## src/sv/spsm_pkg.sv

```systemverilog
// Shared types, codes and small modular helpers for the segmented sieve marker.
// No dependencies; imported by every module of the block.
`timescale 1ns / 1ps
`default_nettype none

package spsm_pkg;

  localparam int unsigned SieveWordsDefault = 16384;
  localparam int unsigned WordIdxW          = 14;
  localparam int unsigned PrimeW            = 32;
  localparam int unsigned IdxW              = 34;  // bit offsets incl. 2p steps
  localparam int unsigned QueueDepth        = 2;

  localparam logic [1:0] ACT_CLEAR = 2'd0;
  localparam logic [1:0] ACT_MARK  = 2'd1;
  localparam logic [1:0] ACT_READ  = 2'd2;

  localparam logic [2:0] MOD_THREE = 3'd3;
  localparam logic [2:0] MOD_FIVE  = 3'd5;
  localparam logic [2:0] MOD_SEVEN = 3'd7;

  localparam logic [63:0] EvenBits = 64'h5555_5555_5555_5555;

  typedef enum logic [1:0] {
    KIND_CLEAR,
    KIND_MARK,
    KIND_READ,
    KIND_NOP
  } spsm_kind_e;

  typedef struct packed {
    spsm_kind_e        kind;
    logic [1:0]        action;
    logic [IdxW-1:0]   idx;
    logic [IdxW-1:0]   step;
    logic [63:0]       mask;
  } spsm_cmd_t;

  // v below 16*m: restoring reduction in four conditional subtracts
  function automatic logic [2:0] red_small(input logic [6:0] v, input logic [2:0] m);
    logic [6:0] x;
    x = v;
    for (int j = 3; j >= 0; j--) begin
      if (x >= (7'(m) << j)) begin
        x = x - (7'(m) << j);
      end
    end
    return x[2:0];
  endfunction

  // (a - b) mod m for a, b already below m
  function automatic logic [2:0] sub_mod(input logic [2:0] a, input logic [2:0] b,
                                         input logic [2:0] m);
    logic [3:0] s;
    s = {1'b0, a} + {1'b0, m} - {1'b0, b};
    if (s >= {1'b0, m}) begin
      s = s - {1'b0, m};
    end
    return s[2:0];
  endfunction

  // 4 = 1 mod 3: sum base-4 digits
  function automatic logic [2:0] mod_three(input logic [WordIdxW-1:0] w);
    logic [6:0] s;
    s = '0;
    for (int j = 0; j < 7; j++) begin
      s = s + 7'(w[2*j +: 2]);
    end
    return red_small(s, MOD_THREE);
  endfunction

  // 16 = 1 mod 5: sum nibbles
  function automatic logic [2:0] mod_five(input logic [WordIdxW-1:0] w);
    logic [6:0] s;
    s = 7'(w[3:0]) + 7'(w[7:4]) + 7'(w[11:8]) + 7'(w[13:12]);
    return red_small(s, MOD_FIVE);
  endfunction

  // 8 = 1 mod 7: sum octal digits
  function automatic logic [2:0] mod_seven(input logic [WordIdxW-1:0] w);
    logic [6:0] s;
    s = 7'(w[2:0]) + 7'(w[5:3]) + 7'(w[8:6]) + 7'(w[11:9]) + 7'(w[13:12]);
    return red_small(s, MOD_SEVEN);
  endfunction

endpackage

`default_nettype wire

```

## src/sv/spsm_queue.sv

```systemverilog
// Short command queue between front end and back end.
// Depends on spsm_pkg for the command type and depth.
`timescale 1ns / 1ps
`default_nettype none

module spsm_queue import spsm_pkg::*; (
  input  wire logic      clk_i,
  input  wire logic      rst_ni,
  input  wire logic      push_i,
  input  wire spsm_cmd_t cmd_i,
  input  wire logic      pop_i,
  output logic           full_o,
  output logic           empty_o,
  output spsm_cmd_t      cmd_o
);

  localparam int unsigned PtrW = $clog2(QueueDepth);

  spsm_cmd_t        slot_q [QueueDepth];
  logic [PtrW-1:0]  wptr_q, rptr_q;
  logic [PtrW:0]    cnt_q;

  assign full_o  = cnt_q == (PtrW+1)'(QueueDepth);
  assign empty_o = cnt_q == '0;
  assign cmd_o   = slot_q[rptr_q];

  always_ff @(posedge clk_i or negedge rst_ni) begin
    if (!rst_ni) begin
      wptr_q <= '0;
      rptr_q <= '0;
      cnt_q  <= '0;
    end else begin
      if (push_i) begin
        wptr_q <= (wptr_q == PtrW'(QueueDepth - 1)) ? '0 : wptr_q + 1'b1;
      end
      if (pop_i) begin
        rptr_q <= (rptr_q == PtrW'(QueueDepth - 1)) ? '0 : rptr_q + 1'b1;
      end
      if (push_i && !pop_i) begin
        cnt_q <= cnt_q + 1'b1;
      end else if (pop_i && !push_i) begin
        cnt_q <= cnt_q - 1'b1;
      end
    end
  end

  always_ff @(posedge clk_i) begin
    if (push_i) begin
      slot_q[wptr_q] <= cmd_i;
    end
  end

endmodule

`default_nettype wire

```

## config.mk

```make
export PLATFORM = sky130hd
export DESIGN_NAME = spsm_queue
export DESIGN_NICKNAME = d
export VERILOG_FILES = /design/src/sv/spsm_pkg.sv /design/src/sv/spsm_queue.sv
export SDC_FILE = /design/constraint.sdc
export NUM_CORES = 1
export LEC_CHECK = 0
export ABC_CLOCK_PERIOD_IN_PS = 8850
export BUFFER_PORTS_ARGS = -buffer_cell sky130_fd_sc_hd__buf_4
export CAP_MARGIN = 20
export CORE_UTILIZATION = 30
export CTS_CLUSTER_DIAMETER = 150
export DETAILED_ROUTE_END_ITERATION = 10
export MAX_ROUTING_LAYER = met4
export PLACE_DENSITY = 0.48
export SLEW_MARGIN = 40
export SYNTH_ARGS = -nofsm -noshare
export SYNTH_HDL_FRONTEND = slang
export SYNTH_SLANG_ARGS = --single-unit
```

## constraint.sdc

```tcl
create_clock -name clk_i -period 8.85 [get_ports clk_i]
set_input_delay 1.77 -clock clk_i [delete_from_list [all_inputs] [get_ports clk_i]]
set_output_delay 1.77 -clock clk_i [all_outputs]
set_load 0.03 [all_outputs]
```

; Word level (Yosys, flattened, before mapping)
; Memory sizes are Yosys's and may differ from the RTL's.
; Index checks and enable logic that the tools add are counted.
[word_totals]
ram_bits = 272
reg_bits = 4
n_memories = 1
output_inout_bits = 138
in_bits = 140
wordCells = 21
[memory_table]
columns = name, words, width, rd, rd_clocked_by_memory_dff, wr, line
row1 = slot_q, 2, 136, 1, 0, 1, spsm_queue.sv:19  ; spsm_cmd_t slot_q [QueueDepth];
[op_classes]
n_eq_ne = 1
n_mux = 6
reduce_logical = 6
n_addsub = 4
[ops]
columns = op, count
row1 = 1-bit 2-to-1 mux, 4
row2 = 2-bit 2-to-1 mux, 2
row3 = 1-bit adder (second input constant), 2
row4 = 2-bit by 1-bit adder with 2-bit output (second input constant), 1
row5 = 2-bit == test (second input constant), 1
row6 = 1-bit logical AND, 2
row7 = 1-bit zero test, 2
row8 = 2-bit zero test, 1
row9 = 2-bit nonzero test, 1
row10 = 2-bit by 1-bit subtractor with 2-bit output (second input constant), 1

; Logic depth before layout (Yosys ltp)
[logic_depth]
ltp_word = 4
ltp_mapped = 5
ltp_nobuf = 5

; Worst setup path before layout
; Ideal clock, no wire load.
[synth_path]
kind = input-to-reg
from = in push_i
to = mem slot_q[0][0] in the netlist's numbering, enable pin
t_required_ps = 8201
n_path_buf = 0
path_stages = 1
arrival_ps = 7660
slack_ps = 541
setup_ps = 649
cell_sequence = nor2b_1
[synth_between]
elab_chain_cells = 2
[synth_rtl]
columns = element, line
row1 = start: declaration, spsm_queue.sv:9  ; input wire logic push_i,
row2 = 1-bit 2-to-1 mux, spsm_queue.sv:48  ; if (push_i) begin
row3 = 1-bit 2-to-1 mux (implied by the code), spsm_queue.sv:49  ; slot_q[wptr_q] <= cmd_i;
row4 = end: declaration, spsm_queue.sv:19
; No other way between the ends.

==> reports/results.txt <==
status: complete, no violations
delay-heaviest family, CP: buffers and inverters
Mapped Area: 10,100 sq um
crit start category: register
Hold Path End: cnt_q[1]$_DFFE_PN0P_
Tcrit/Tclk final: 0.577
vias in the first global route: 5,596
CTS resizes: 0
Die X: 185 microns
initial antenna violation count: 0
leading cell types by total area after synthesis: edfxtp_1 (81%), mux2_2 (15%), clkbuf_8 (1.4%)
CP bufs+invs: 3
worst reg2reg path depth: 3
Sum Neg Setup Slack: 0 ns
Clock Path Buffers: 3
Seq cells post-synth: 276
fin crit period: 5.10 ns
Die Y-Extent: 185 microns
CP Class: reg2out
count of final hold-check violations: 0
largest net degree at the start of global routing: 65
asr flop ratio synth: 0.0145
ANT nets after route: 0
Distinct cells, synth: 12
Global Route Usage Sum: 0.127
sequential area share after synthesis: 0.820
post-synthesis adder-cell area fraction: 0.00124
hold slack: 0.498 ns
Mapped Nets: 580
Synth area leader: edfxtp_1
grt total ovfl: 0
first-pass GRT wire length: 31,900 microns
violation count after the first detailed-routing iteration: 212
H-tree levels: 1
Yosys top cell area share: 0.810
list of most frequent post-synthesis cells: edfxtp_1 (272), mux2_2 (136), clkbuf_8 (10), buf_6 (5)
fillcell total: 2,986
synth warn: 0
Post-CTS Setup Bufs: 0
vias after detailed routing: 5,069
worst path cell trace: buf_4 > buf_4 > mux2_2 > buf_4
clock root cell: clkbuf_16
CTS buffer count: 30
top_reg_cell synth: edfxtp_1
Max-slew headroom: 0.516
Post-Syn Area per Cell: 23.0 sq um
Slew @ Worst Pin: 0.726 ns
Worst Path Max Fanout: 48
Synth Area in Simple Gates: 0.00261
Slowest cell on crit path: dfrtp_4
CTS sink cnt: 276
vias per cell: 4.22
post-synthesis mux area share: 0.152
largest family of logic cells by synthesized area: multiplexers
worst reg-to-reg setup slack: 6.41 ns
post-synthesis xor/xnor area fraction: 0.00434
total wire length: 21,700 microns
Clock Skew: 0.00709 ns
core region area: 32,800 sq um
Hold Path Origin: cnt_q[1]$_DFFE_PN0P_
critical path capture point type: output port
most used cell, CP: buf_4
die area: 34,300 sq um
hold buffers post-CTS: 0
CP Data Arrival Time: 3.33 ns
hold path cells: 1
VDD IR-drop max: 0.199 mV
DP HPWL: 14,600 microns
Compound-Gate Fraction of Synth Area: 0
antenna fix cells: 0
share of layout cells above drive strength 1: 0.605
Cells after Synth: 439
CTS tree: yes
Leakage: 5.00 nW
hold crit path type: reg2reg
unrepaired setup endpoints after global routing: false
WL/cell: 18.0 microns
Layout area overhead: 34.2%
fin nets: 883
count of final max-slew check failures: 0
Clock transition at path regs: 0.06 ns
clock latency on the worst-skew pair: 0.54 ns
r2r startpoint: rptr_q$_DFFE_PN0P_
Initial Util: 0.307
setup violators final: 0
Final Wtd Congestion: 0.716
max_cap viols: 0
Std-Cell Rows: 66
CP max stage delay: 0.82 ns
count leader, synth: edfxtp_1
I/O pin cnt: 278
WP data required: 7.08 ns
first drt pass iteration count: 4
residual DRC count: 0
port bufs: 277
Post-synth EDFFs: 272
RR Endpoint: rptr_q$_DFFE_PN0P_
Fmax achieved: 0.196 GHz
pwr dens: 343 nW/um^2
==> how the worst max path moves through the flow <==
stage	from	to	slack, ns	cells after the start
CTS	rptr_q$_DFFE_PN0P_	cmd_o[41]	3.58	4
detailed placement	rptr_q$_DFFE_PN0P_	cmd_o[41]	4.20	4
floorplan	push_i	slot_q[0][0]$_DFFE_PP_	0.54	1
finish	rptr_q$_DFFE_PN0P_	cmd_o[101]	3.75	4
global placement	rptr_q$_DFFE_PN0P_	cmd_o[41]	4.22	4
global route	rptr_q$_DFFE_PN0P_	cmd_o[24]	3.47	4
==> power by group <==
group	total (mW)	switching, mW	internal [mW]
registers	1.83	0.0935	1.74
logic	1.70	1.02	0.684
clock network	1.11	0.460	0.654
==> sequential cells by signal, summed over array words and instances (netlist names) <==
name,cells
rptr_q,1
slot_q,272
cnt_q,2
wptr_q,1
==> placed cells by master, fill, tap and decap left out <==
cell | synthesis | routed
clkbuf_1 | 0 | 6
xnor2_1 | 1 | 1
clkinv_1 | 0 | 9
buf_12 | 0 | 2
dfrtp_1 | 4 | 3
dfrtp_4 | 0 | 1
buf_8 | 0 | 1
inv_1 | 1 | 1
clkinv_2 | 0 | 2
buf_6 | 5 | 2
edfxtp_1 | 272 | 272
ha_1 | 1 | 1
nor2b_4 | 0 | 1
nor2_1 | 2 | 2
xor2_1 | 4 | 4
nor2b_1 | 2 | 1
and2_4 | 0 | 1
clkbuf_16 | 0 | 31
buf_16 | 0 | 1
buf_4 | 0 | 280
mux2_2 | 136 | 136
bufinv_16 | 0 | 1
==> layer usage <==
metal	track usage	up-vias	part of all wire
met4	0.0393	0	0.028
met5	-	-	0
met2	0.214	178	0.50
met3	0.0399	40	0.077
li1	-	2353	-
met1	0.145	2498	0.39
==> stage by stage <==
stage,setup slack (ns),cells,util,power (mW),instance area [sq um]
after CTS,3.58,1201,0.413,4.73,13500
after detailed placement,4.20,1152,0.386,3.59,12700
after global routing,3.47,1201,0.413,4.86,13500
after floorplan,0.541,439,-,3.03,10100
final,3.75,1201,0.413,4.65,13500
after global placement,4.22,1148,0.383,3.55,12600
==> kinds of logic after synthesis <==
group,count (synthesis)
flops,276
mux,136
xor+xnor,5
buf+inv,16
fa+ha+maj,1
simple gates,5
==> layout make-up <==
cell class | instances | area [sq um] | share of cell area
timing repair buffer | 286 | 2210 | 0.163
sequential | 276 | 8270 | 0.611
clock buffer | 37 | 798 | 0.0590
inverter | 1 | 3.75 | 0.000277
clock inverter | 12 | 73.8 | 0.00546
tap | 442 | 553 | 0.0409
multi-input combinational | 147 | 1620 | 0.120
Power figures use the tool's default switching activity.
