<file path="src/sv/spsm_pkg.sv">
// Shared types, codes and small modular helpers for the segmented sieve marker.
// No dependencies; imported by every module of the block.
`timescale 1ns / 1ps
`default_nettype none

package spsm_pkg;

  localparam int unsigned SieveWordsDefault = 16384;
  localparam int unsigned WordIdxW          = 14;
  localparam int unsigned PrimeW            = 32;
  localparam int unsigned IdxW              = 34;  // bit offsets incl. 2p steps
  localparam int unsigned QueueDepth        = 2;

  localparam logic [1:0] ACT_CLEAR = 2'd0;
  localparam logic [1:0] ACT_MARK  = 2'd1;
  localparam logic [1:0] ACT_READ  = 2'd2;

  localparam logic [2:0] MOD_THREE = 3'd3;
  localparam logic [2:0] MOD_FIVE  = 3'd5;
  localparam logic [2:0] MOD_SEVEN = 3'd7;

  localparam logic [63:0] EvenBits = 64'h5555_5555_5555_5555;

  typedef enum logic [1:0] {
    KIND_CLEAR,
    KIND_MARK,
    KIND_READ,
    KIND_NOP
  } spsm_kind_e;

  typedef struct packed {
    spsm_kind_e        kind;
    logic [1:0]        action;
    logic [IdxW-1:0]   idx;
    logic [IdxW-1:0]   step;
    logic [63:0]       mask;
  } spsm_cmd_t;

  // v below 16*m: restoring reduction in four conditional subtracts
  function automatic logic [2:0] red_small(input logic [6:0] v, input logic [2:0] m);
    logic [6:0] x;
    x = v;
    for (int j = 3; j >= 0; j--) begin
      if (x >= (7'(m) << j)) begin
        x = x - (7'(m) << j);
      end
    end
    return x[2:0];
  endfunction

  // (a - b) mod m for a, b already below m
  function automatic logic [2:0] sub_mod(input logic [2:0] a, input logic [2:0] b,
                                         input logic [2:0] m);
    logic [3:0] s;
    s = {1'b0, a} + {1'b0, m} - {1'b0, b};
    if (s >= {1'b0, m}) begin
      s = s - {1'b0, m};
    end
    return s[2:0];
  endfunction

  // 4 = 1 mod 3: sum base-4 digits
  function automatic logic [2:0] mod_three(input logic [WordIdxW-1:0] w);
    logic [6:0] s;
    s = '0;
    for (int j = 0; j < 7; j++) begin
      s = s + 7'(w[2*j +: 2]);
    end
    return red_small(s, MOD_THREE);
  endfunction

  // 16 = 1 mod 5: sum nibbles
  function automatic logic [2:0] mod_five(input logic [WordIdxW-1:0] w);
    logic [6:0] s;
    s = 7'(w[3:0]) + 7'(w[7:4]) + 7'(w[11:8]) + 7'(w[13:12]);
    return red_small(s, MOD_FIVE);
  endfunction

  // 8 = 1 mod 7: sum octal digits
  function automatic logic [2:0] mod_seven(input logic [WordIdxW-1:0] w);
    logic [6:0] s;
    s = 7'(w[2:0]) + 7'(w[5:3]) + 7'(w[8:6]) + 7'(w[11:9]) + 7'(w[13:12]);
    return red_small(s, MOD_SEVEN);
  endfunction

endpackage

`default_nettype wire

</file>
<file path="src/sv/spsm_front.sv">
// Front end: item register, configuration residues and item classification.
// Depends on spsm_pkg; feeds spsm_queue.
`timescale 1ns / 1ps
`default_nettype none

module spsm_front import spsm_pkg::*; #(
  parameter int unsigned SIEVE_WORDS = SieveWordsDefault
) (
  input  wire logic                clk_i,
  input  wire logic                rst_ni,
  input  wire logic                load_i,
  input  wire logic [1:0]          action_i,
  input  wire logic [PrimeW-1:0]   sieving_prime_i,
  input  wire logic [PrimeW-1:0]   start_residue_i,
  input  wire logic [WordIdxW-1:0] word_index_i,
  input  wire logic                cfg_we_i,
  input  wire logic [1:0]          cfg_index_i,
  input  wire logic [2:0]          cfg_data_i,
  input  wire logic                q_full_i,
  output logic                     hold_o,
  output logic                     push_o,
  output spsm_cmd_t                cmd_o
);

  localparam logic [1:0] REG_THREE = 2'd0;
  localparam logic [1:0] REG_FIVE  = 2'd1;
  localparam logic [1:0] REG_SEVEN = 2'd2;

  logic                v_q, v_d;
  logic [1:0]          act_q;
  logic [PrimeW-1:0]   p_q, r_q;
  logic [WordIdxW-1:0] w_q;
  logic [1:0]          m3_q;
  logic [2:0]          m5_q, m7_q;

  logic [PrimeW:0]     diff_p, diff_2p, first;
  logic                w_in_range;
  logic [2:0]          o3, o5, o7, t3, t5, t7;
  logic [63:0]         mask;

  assign push_o = v_q & ~q_full_i;
  assign hold_o = v_q & q_full_i;
  assign v_d    = load_i | (v_q & ~push_o);

  always_ff @(posedge clk_i or negedge rst_ni) begin
    if (!rst_ni) begin
      v_q  <= 1'b0;
      m3_q <= '0;
      m5_q <= '0;
      m7_q <= '0;
    end else begin
      v_q <= v_d;
      if (cfg_we_i) begin
        unique case (cfg_index_i)
          REG_THREE: m3_q <= cfg_data_i[1:0];
          REG_FIVE:  m5_q <= cfg_data_i;
          REG_SEVEN: m7_q <= cfg_data_i;
          default: ;
        endcase
      end
    end
  end

  always_ff @(posedge clk_i) begin
    if (load_i) begin
      act_q <= action_i;
      p_q   <= sieving_prime_i;
      r_q   <= start_residue_i;
      w_q   <= word_index_i;
    end
  end

  // First odd multiple: p - r when odd, else 2p - r; r of zero lands on p.
  assign diff_p  = {1'b0, p_q} - {1'b0, r_q};
  assign diff_2p = {p_q, 1'b0} - {1'b0, r_q};
  always_comb begin
    if (r_q == '0) begin
      first = {1'b0, p_q};
    end else if (diff_p[0]) begin
      first = diff_p;
    end else begin
      first = diff_2p;
    end
  end

  assign w_in_range = 32'(w_q) < 32'(SIEVE_WORDS);

  // Wheel: offset i = 64w + k hits residue o when k mod m equals (o - 64w) mod m.
  assign o3 = sub_mod(3'd0, red_small(7'(m3_q), MOD_THREE), MOD_THREE);
  assign o5 = sub_mod(3'd0, red_small(7'(m5_q), MOD_FIVE), MOD_FIVE);
  assign o7 = sub_mod(3'd0, red_small(7'(m7_q), MOD_SEVEN), MOD_SEVEN);
  assign t3 = sub_mod(o3, mod_three(w_q), MOD_THREE);
  // 64 = -1 mod 5
  assign t5 = sub_mod(o5, sub_mod(3'd0, mod_five(w_q), MOD_FIVE), MOD_FIVE);
  assign t7 = sub_mod(o7, mod_seven(w_q), MOD_SEVEN);

  for (genvar k = 0; k < 64; k++) begin : g_mask
    assign mask[k] = ((k % 2) == 1) && (3'(k % 3) != t3) && (3'(k % 5) != t5) &&
                     (3'(k % 7) != t7);
  end

  always_comb begin
    cmd_o.action = act_q;
    cmd_o.idx    = IdxW'(first);
    cmd_o.step   = IdxW'({p_q, 1'b0});
    cmd_o.mask   = mask;
    unique case (act_q)
      ACT_CLEAR: cmd_o.kind = KIND_CLEAR;
      ACT_MARK: begin
        cmd_o.kind = ((p_q < 32'd3) || (r_q >= p_q)) ? KIND_NOP : KIND_MARK;
      end
      ACT_READ: begin
        cmd_o.kind = w_in_range ? KIND_READ : KIND_NOP;
        cmd_o.idx  = IdxW'({w_q, 6'b0});
      end
      default: cmd_o.kind = KIND_NOP;
    endcase
  end

endmodule

`default_nettype wire

</file>
<file path="config.mk">
export PLATFORM = sky130hd
export DESIGN_NAME = spsm_front
export DESIGN_NICKNAME = d
export VERILOG_FILES = /design/src/sv/spsm_pkg.sv /design/src/sv/spsm_front.sv
export SDC_FILE = /design/constraint.sdc
export NUM_CORES = 1
export LEC_CHECK = 0
export BUFFER_PORTS_ARGS = -buffer_cell sky130_fd_sc_hd__buf_2
export CAP_MARGIN = 15
export CORE_ASPECT_RATIO = 0.8
export CORE_MARGIN = 1.5
export CORE_UTILIZATION = 59
export CTS_BUF_LIST = sky130_fd_sc_hd__clkbuf_8
export DETAILED_ROUTE_END_ITERATION = 10
export PLACE_DENSITY = 0.86
export SLEW_MARGIN = 30
export SYNTH_ARGS = -nofsm -noshare
export SYNTH_HDL_FRONTEND = slang
export SYNTH_SLANG_ARGS = --single-unit
</file>
<file path="constraint.sdc">
create_clock -name clk_i -period 13.9 [get_ports clk_i]
set_clock_uncertainty 0.15 [all_clocks]
set_input_delay 2.085 -clock clk_i [delete_from_list [all_inputs] [get_ports clk_i]]
set_output_delay 2.085 -clock clk_i [all_outputs]
set_load 0.01 [all_outputs]
</file>
Word level (Yosys, flattened, before mapping). Index checks and enable logic that the tools add are counted.

Latch bits: 0. Flip-flop bits (word level): 89. Bits in read-only memories: 0. RAM bits: 0. Memories kept: 0.

Shifts and indexed selects: 0. $add $sub $neg: 47. Reductions and logical operators: 57. Equality and inequality tests: 16. Bitwise gates (word level): 6. $lt $le $gt $ge: 24. Multipliers: 0. Multiplexer cells: 27. Divide/modulo/power cells: 0.

Operators with widths (count): 33-bit two-way mux (3); 7-bit two-way mux (9); 1-bit logical AND (47); 3-bit two-way mux (13); 32-bit by 32-bit subtractor with 33-bit output (1); 33-bit by 32-bit subtractor with 33-bit output (1); 32-bit greater-or-equal comparator (1); 32-bit zero test (1); 32-bit by 2-bit less-than comparator with 1-bit output (second input constant) (1); 3-bit subtractor (second input constant) (9); 6-bit by 2-bit adder with 7-bit output (3); 7-bit by 3-bit greater-or-equal comparator with 1-bit output (second input constant) (3); 7-bit by 4-bit greater-or-equal comparator with 1-bit output (second input constant) (3); 7-bit by 5-bit greater-or-equal comparator with 1-bit output (second input constant) (3); 7-bit by 4-bit subtractor with 7-bit output (second input constant) (3); 7-bit by 5-bit subtractor with 7-bit output (second input constant) (3); 4-bit by 3-bit greater-or-equal comparator with 1-bit output (second input constant) (5); 2-bit by 3-bit inequality test with 1-bit output (first input constant) (5); 7-bit by 6-bit greater-or-equal comparator with 1-bit output (second input constant) (2); 7-bit by 6-bit subtractor with 7-bit output (second input constant) (2); 3-bit inequality test (first input constant) (4); 3-bit by 3-bit subtractor with 4-bit output (first input constant) (3); 4-bit by 3-bit subtractor with 4-bit output (3); 1-bit by 3-bit inequality test with 1-bit output (first input constant) (3); other kinds (31) (46).

Logic depth before layout (Yosys ltp). Gate-level depths: netlist of the first run.

Depth in word-level cells: 20. Gate-level depth with buffers: 35.

Least setup slack after synthesis of the first run. No wires, ideal clock.

Kind: reg2out. Start point: reg w_q[1]. End point: out cmd_o[35] (netlist name). Stages on the path, launching flop included: 35. Arrival time: 8026 ps. Slack: 3639 ps. Path through: edfxtp_1 -> fa_1 -> fa_1 -> ha_1 -> inv_1 -> fa_1 -> xor2_1 -> o21ai_2 -> ha_1 -> clkbuf_1 -> inv_1 -> o22ai_1 -> a221o_1 -> o31a_2 -> nor4_2 -> a2111oi_4 -> maj3_2 -> a211oi_4 -> nor2_1 -> xnor2_1 -> ha_1 -> inv_1 -> or3_1 -> a21bo_1 -> o31ai_2 -> xnor2_1 -> ha_1 -> inv_1 -> fa_1 -> xnor2_1 -> and2_1 -> nor3_1 -> a31oi_1 -> nor2_1 -> nor3_1.

RTL lines: from (decl) (RTL line spsm_front.sv:32) `logic [WordIdxW-1:0] w_q;`; from (signal assigned) (RTL line spsm_front.sv:69) `w_q <= word_index_i;`; to (decl) (RTL line spsm_front.sv:22) `output spsm_cmd_t cmd_o`.

==> summary.txt, run 1 <==
Timing
  • Crit path time final: 11.58 ns
  • Final worst path period share: 83.32%
  • Final setup TNS: 0 ns
  • Max_slew headroom: 39.00%
  • Fmax: 86.35 MHz
  • Setup violators final: 0
  • Max Slew Vio Count: 0
  • Worst slew pin tran: 0.9151 ns
  • Hold slack final: 0.4106 ns
  • RSZ-0062 raised after global routing: no
  • Final Hold Fails: 0

Floorplanning
  • Chip Width: 151.5 um
  • Die area: 18460 sq um
  • Vert. Die Dim: 121.8 um
  • Starting Density: 60.12%
  • Core area: 17320 sq um
  • Num ports: 228
  • # rows: 43

Synth
  • Top-area cell type share of the netlist area: 23.07%
  • Main combinational cell family by area after synthesis: compound AO/OA/AOI/OAI gates
  • Simple-gate area share of the yosys netlist: 16.13%
  • Syn_area_per_cell: 8.811 sq um
  • Post-Syn Area: 10410 sq um
  • Synth Instances: 1182
  • Cell variety after synth: 92
  • Top post-synthesis cells by count: 110 x ha_1, 94 x inv_1, 89 x a21oi_1, 82 x o21ai_0, 80 x edfxtp_1
  • Async SR Flop Fraction: 10.11%
  • Yosys warning total: 0
  • Multiplexer share of the synthesized area: 2.174%
  • Cell with the most instances after synthesis: ha_1
  • Ys flop type: edfxtp_1
  • #FFs+latches synth: 89
  • Register area share after synthesis: 25.23%
  • Post-Synth Adder-Cell Area: 18.99%
  • Complex-gate fraction of the synthesized area: 24.18%
  • XOR/XNOR Fraction of Synth Area: 6.115%
  • Synth top area cells: edfxtp_1 23%, ha_1 13%, fa_1 5.6%
  • Number of flops mapped to enable cells by yosys: 80
  • Yosys top cell by area: edfxtp_1

Drt
  • DR DRC count: 0
  • DR pass1 iterations: 5
  • Vias: 9742
  • Total wire length: 26870 um
  • ANT nets after route: 0
  • DR WL/cell: 16.89 um
  • Via-to-Cell Ratio: 6.123
  • Drt initial violations: 764

Clock tree
  • CTS tree: built
  • Post_cts resized: 0
  • Reg clk slew, reported paths: 0.09 ns
  • Clk Latency, worst-skew pair: 0.39 ns
  • Postcts setup bufs: 0
  • CTS Buffer Depth: 2
  • CTS root buffer: clkbuf_8
  • Hold_buf cts: 0
  • Num Clock Sinks: 89
  • H-tree level count: 3
  • Num CTS Buffers: 9

Global route
  • GRT Residual Overflow: 0
  • Largest net degree at the start of global routing: 82
  • Antenna violations before repair: 0
  • First-pass GRT wire length: 43130 um
  • Total GRT Usage: 29.36%
  • Vias in the first global route: 9026

Worst setup path
  • WS Path Type: reg2out
  • Worst endpoint required time: 11.66 ns
  • CP Max Fanout: 9
  • Critical Path Max Stage Delay: 0.58 ns
  • Crit path arrival time: 9.35 ns
  • CP Launch Type: flip-flop
  • Crit end category: output pin
  • Worst reg-to-reg setup slack: 12.83 ns
  • Slowest-stage cell, CP: fa_1

Place
  • DP Wirelength: 21040 um
  • DP Area: 11450 sq um
  • Placer Congestion: 0.9784
  • Port Buf Inserts: 192

Run status
  • Status: finished, final reports clean

Flow run
  • Maxcap violations: 0

Finish
  • Area delta synth->final: 12.04%
  • Design area: 11670 sq um
  • Share of layout cells above drive strength 1: 19.11%
  • Final #Nets: 1590
  • # diodes: 0

Hold path
  • Worst hold path type: reg2reg
critical path, delay by kind of cell, from the launching register on:
family / cells / cell delay (ns)
AO/OA/AOI/OAI: 9 / 1.65
XOR/XNOR: 3 / 0.76
adder cells (fa/ha/maj): 9 / 3.47
buffers and inverters: 5 / 0.54
flip-flops: 1 / 0.50
AND/OR/NAND/NOR: 8 / 2.03
stage by stage:
step	setup slack, ns	std cells	utilization, %
finish	2.319	1591	67.36
global route	1.813	1591	67.36
CTS	2.427	1591	67.33
detailed placement	2.878	1575	66.07
global placement	3.129	1575	66.07
floorplan	3.639	1216	-
layout make-up:
| cell class | count | area [sq um] |
|---|---|---|
| clock buffers | 9 | 123.9 |
| clock inverters | 7 | 95.09 |
| fillers | 1453 | 5655 |
| inverters | 95 | 356.6 |
| multi-input cells | 968 | 7172 |
| flip-flops and latches | 89 | 2628 |
| well taps | 225 | 281.5 |
| repair buffers | 198 | 1012 |
placed cells by master (no fill, tap or decap), types with 41 or more instances in the layout:
| cell | synthesis | routed |
|---|---|---|
| inv_1 | 94 | 95 |
| a21o_1 | 41 | 41 |
| a21oi_1 | 89 | 89 |
| o21ai_0 | 82 | 82 |
| edfxtp_1 | 80 | 80 |
| nand2_1 | 72 | 72 |
| buf_2 | 3 | 191 |
| xnor2_1 | 46 | 46 |
| nor3_1 | 54 | 54 |
| ha_1 | 110 | 110 |
| nor2_1 | 68 | 68 |
flip-flops by register name, summed over array words and instances (netlist names):
register and count:
r_q 32, v_q 1, m3_q 2, act_q 2
w_q 14, m7_q 3, p_q 32, m5_q 3
cell families after synthesis:
| logic type | count (synthesis) |
|---|---|
| compound gates | 367 |
| xor+xnor | 71 |
| fa+ha+maj | 141 |
| buf+inv | 159 |
| flops | 89 |
| mux | 21 |
| other cells | 1 |
| simple gates | 333 |
worst paths after layout:
path,cells after the start,endpoint,startpoint
max in group asynchronous,1,m7_q[1],rst_ni
min in group asynchronous,1,m5_q[0],rst_ni
hold / removal,1,m3_q[1],m3_q[1]
setup reg to reg,2,v_q,v_q
hold reg to reg,1,m3_q[1],m3_q[1]
setup / recovery,34,cmd_o[11],w_q[1]
routing by layer:
metal,wire length (um),global-route usage [%],vias up
met4,965,13.04,0
met3,1961,4.007,72
met5,0,0,-
met2,12260,47.67,478
met1,11680,39.20,4534
li1,-,-,4658
Power of run 1 is left out: the tool's default activity adds up to more than one toggle a clock period on the data nets, which glitch-free logic cannot reach.
==> run 2, diff against run 1 <==
--- a/config.mk
+++ b/config.mk
@@ -9,10 +9,10 @@
 export CAP_MARGIN = 15
 export CORE_ASPECT_RATIO = 0.8
 export CORE_MARGIN = 1.5
-export CORE_UTILIZATION = 59
+export CORE_UTILIZATION = 58
 export CTS_BUF_LIST = sky130_fd_sc_hd__clkbuf_8
 export DETAILED_ROUTE_END_ITERATION = 10
-export PLACE_DENSITY = 0.86
+export PLACE_DENSITY = 0.84
 export SLEW_MARGIN = 30
 export SYNTH_ARGS = -nofsm -noshare
 export SYNTH_HDL_FRONTEND = slang
==> constraint.sdc (replaced) <==
create_clock -name clk_i -period 11.5 [get_ports clk_i]
set_clock_uncertainty 0.15 [all_clocks]
set_input_delay 1.725 -clock clk_i [delete_from_list [all_inputs] [get_ports clk_i]]
set_output_delay 1.725 -clock clk_i [all_outputs]
set_load 0.01 [all_outputs]
==> summary.txt, run 2 (same netlist as run 1, synthesis figures left out) <==
Run status
  • Status: finished, final reports clean

Timing
  • Worst slew pin tran: 0.7819 ns (-0.1331 ns)
  • Hold slack final: 0.3881 ns (-0.02247 ns)
  • Final Hold Fails: 0 (unchanged)
  • Setup violators final: 0 (unchanged)
  • Fmax: 90.94 MHz
  • Final worst path period share: 95.61%
  • Max_slew headroom: 47.71% (+8.7 points)
  • Max Slew Vio Count: 0 (unchanged)
  • Final setup TNS: 0 ns (unchanged)
  • RSZ-0062 raised after global routing: no
  • Crit path time final: 11.00 ns

Drt
  • Vias: 9664 (-0.80%)
  • Via-to-Cell Ratio: 6.078 (-0.74%)
  • DR pass1 iterations: 5 (unchanged)
  • Drt initial violations: 793 (+3.8%)
  • Total wire length: 26670 um (-0.72%)
  • ANT nets after route: 0 (unchanged)
  • DR DRC count: 0 (unchanged)
  • DR WL/cell: 16.77 um (-0.66%)

Clock tree
  • CTS root buffer: clkbuf_8
  • CTS tree: built
  • Clk Latency, worst-skew pair: 0.38 ns (about the same)
  • Reg clk slew, reported paths: 0.09 ns (about the same)
  • Num CTS Buffers: 9 (unchanged)
  • CTS Buffer Depth: 2 (unchanged)
  • Hold_buf cts: 0 (unchanged)
  • H-tree level count: 3 (unchanged)
  • Num Clock Sinks: 89 (unchanged)

Floorplanning
  • Num ports: 228 (unchanged)
  • Vert. Die Dim: 122.9 um (+0.84%)
  • # rows: 43 (unchanged)
  • Starting Density: 59.75% (-0.37 points)
  • Chip Width: 152.8 um (+0.84%)
  • Core area: 17430 sq um (+0.62%)
  • Die area: 18770 sq um (+1.7%)

Worst setup path
  • Crit. Startpoint: w_q[1]
  • CP Max Fanout: 9 (unchanged)
  • Reg2reg start: v_q
  • CP Launch Type: flip-flop
  • Crit path arrival time: 9.12 ns (-0.23 ns)
  • Worst R2R End: v_q
  • Slowest-stage cell, CP: fa_1
  • Worst endpoint required time: 9.63 ns (-2.03 ns)
  • Critical Path Max Stage Delay: 0.58 ns (about the same)
  • Crit end category: output pin
  • Worst reg-to-reg setup slack: 10.45 ns (-2.38 ns)
  • Worst R2R Path Depth: 2 (unchanged)
  • WS Path Type: reg2out

Finish
  • Layout fillers: 1426 (-1.9%)
  • Final #Nets: 1590 (unchanged)
  • Design area: 11700 sq um (+0.28%)
  • Most frequent cells in the layout: 191 x buf_2, 109 x ha_1, 94 x inv_1
  • Non-filler cells, final: 1590 (-0.063%)
  • Share of layout cells above drive strength 1: 19.41% (+0.31 points)
  • Commonest non-fill, non-tap cell in the layout: buf_2
  • Area delta synth->final: 12.35%
  • # diodes: 0 (unchanged)
  • Largest regs: p_q: 32 flops, r_q: 32 flops, w_q: 14 flops

Hold path
  • Hold Path Stages: 1 (unchanged)
  • Hold EP: m3_q[1]
  • Worst hold path type: reg2reg
  • Worst min-delay path startpoint: m3_q[1]

Place
  • DP Area: 11450 sq um (unchanged)
  • DP Wirelength: 21140 um (+0.46%)
  • Cell total after placement: 1575 (unchanged)
  • Port Buf Inserts: 192 (unchanged)
  • Placer Congestion: 0.9306 (-4.9%)

Global route
  • First-pass GRT wire length: 42280 um (-2.0%)
  • Vias in the first global route: 8796 (-2.5%)
  • Total GRT Usage: 27.77% (-1.6 points)
  • Antenna violations before repair: 0 (unchanged)
  • Largest net degree at the start of global routing: 82 (unchanged)
  • GRT Residual Overflow: 0 (unchanged)

Flow run
  • Maxcap violations: 0 (unchanged)
## run 2: cell types whose count changed in the layout (fill, tap and decap cells not counted), moves of 2 or more
cell	previous run	this run
clkinv_4	2	0
clkinvlp_4	0	2
nor2_1	68	66
nor2_2	0	2
nor4_2	2	0
nor4_4	0	2
## run 2: worst max-delay path, delay by kind of cell, from the launching register on
kind	cells	cell delay [ns]
compound gates	10	2.34
xor+xnor	3	0.63
fa+ha+maj	8	3.06
buf+inv	5	0.51
flops	1	0.51
simple gates	8	1.70
## run 2: timing repair
action | 4_1_cts | 5_1_grt
resized for setup | 0 | 9
buffers inserted | 0 | 0
endpoints found under the setup margin | 0 | 32
## run 2: layout make-up
type | count | area, sq um | share of cell area (%)
Clock buffer | 9 | 123.9 | 1.059
Clock inverter | 6 | 83.83 | 0.7164
Inverter | 95 | 356.6 | 3.047
Multi-Input combinational cell | 968 | 7216 | 61.67
Sequential cell | 89 | 2628 | 22.46
Tap cell | 225 | 281.5 | 2.406
Timing Repair Buffer | 198 | 1012 | 8.651
## run 2: worst max-delay path by stage
stage	slack, ns	end
after floorplan	1.60	cmd_o[35]
after global placement	1.11	cmd_o[41]
after detailed placement	0.68	cmd_o[33]
after CTS	0.24	cmd_o[33]
after global routing	0.02	cmd_o[25]
final	0.50	cmd_o[35]
## run 2: metal layers
metal	wire, um	global-route usage [%]
met1	11330	36.52
met2	12530	46.59
met3	2030	3.814
met4	788	11.42
met5	0	0
## run 2: stage by stage
step | utilization, % | setup WS, ns
2_1_floorplan | - | 1.599
3_3_place_gp | 65.66 | 1.108
3_5_place_dp | 65.66 | 0.6768
4_1_cts | 66.85 | 0.2411
5_1_grt | 67.13 | 0.01640
6_report | 67.13 | 0.5043
Power of run 2 is left out for the same reason.
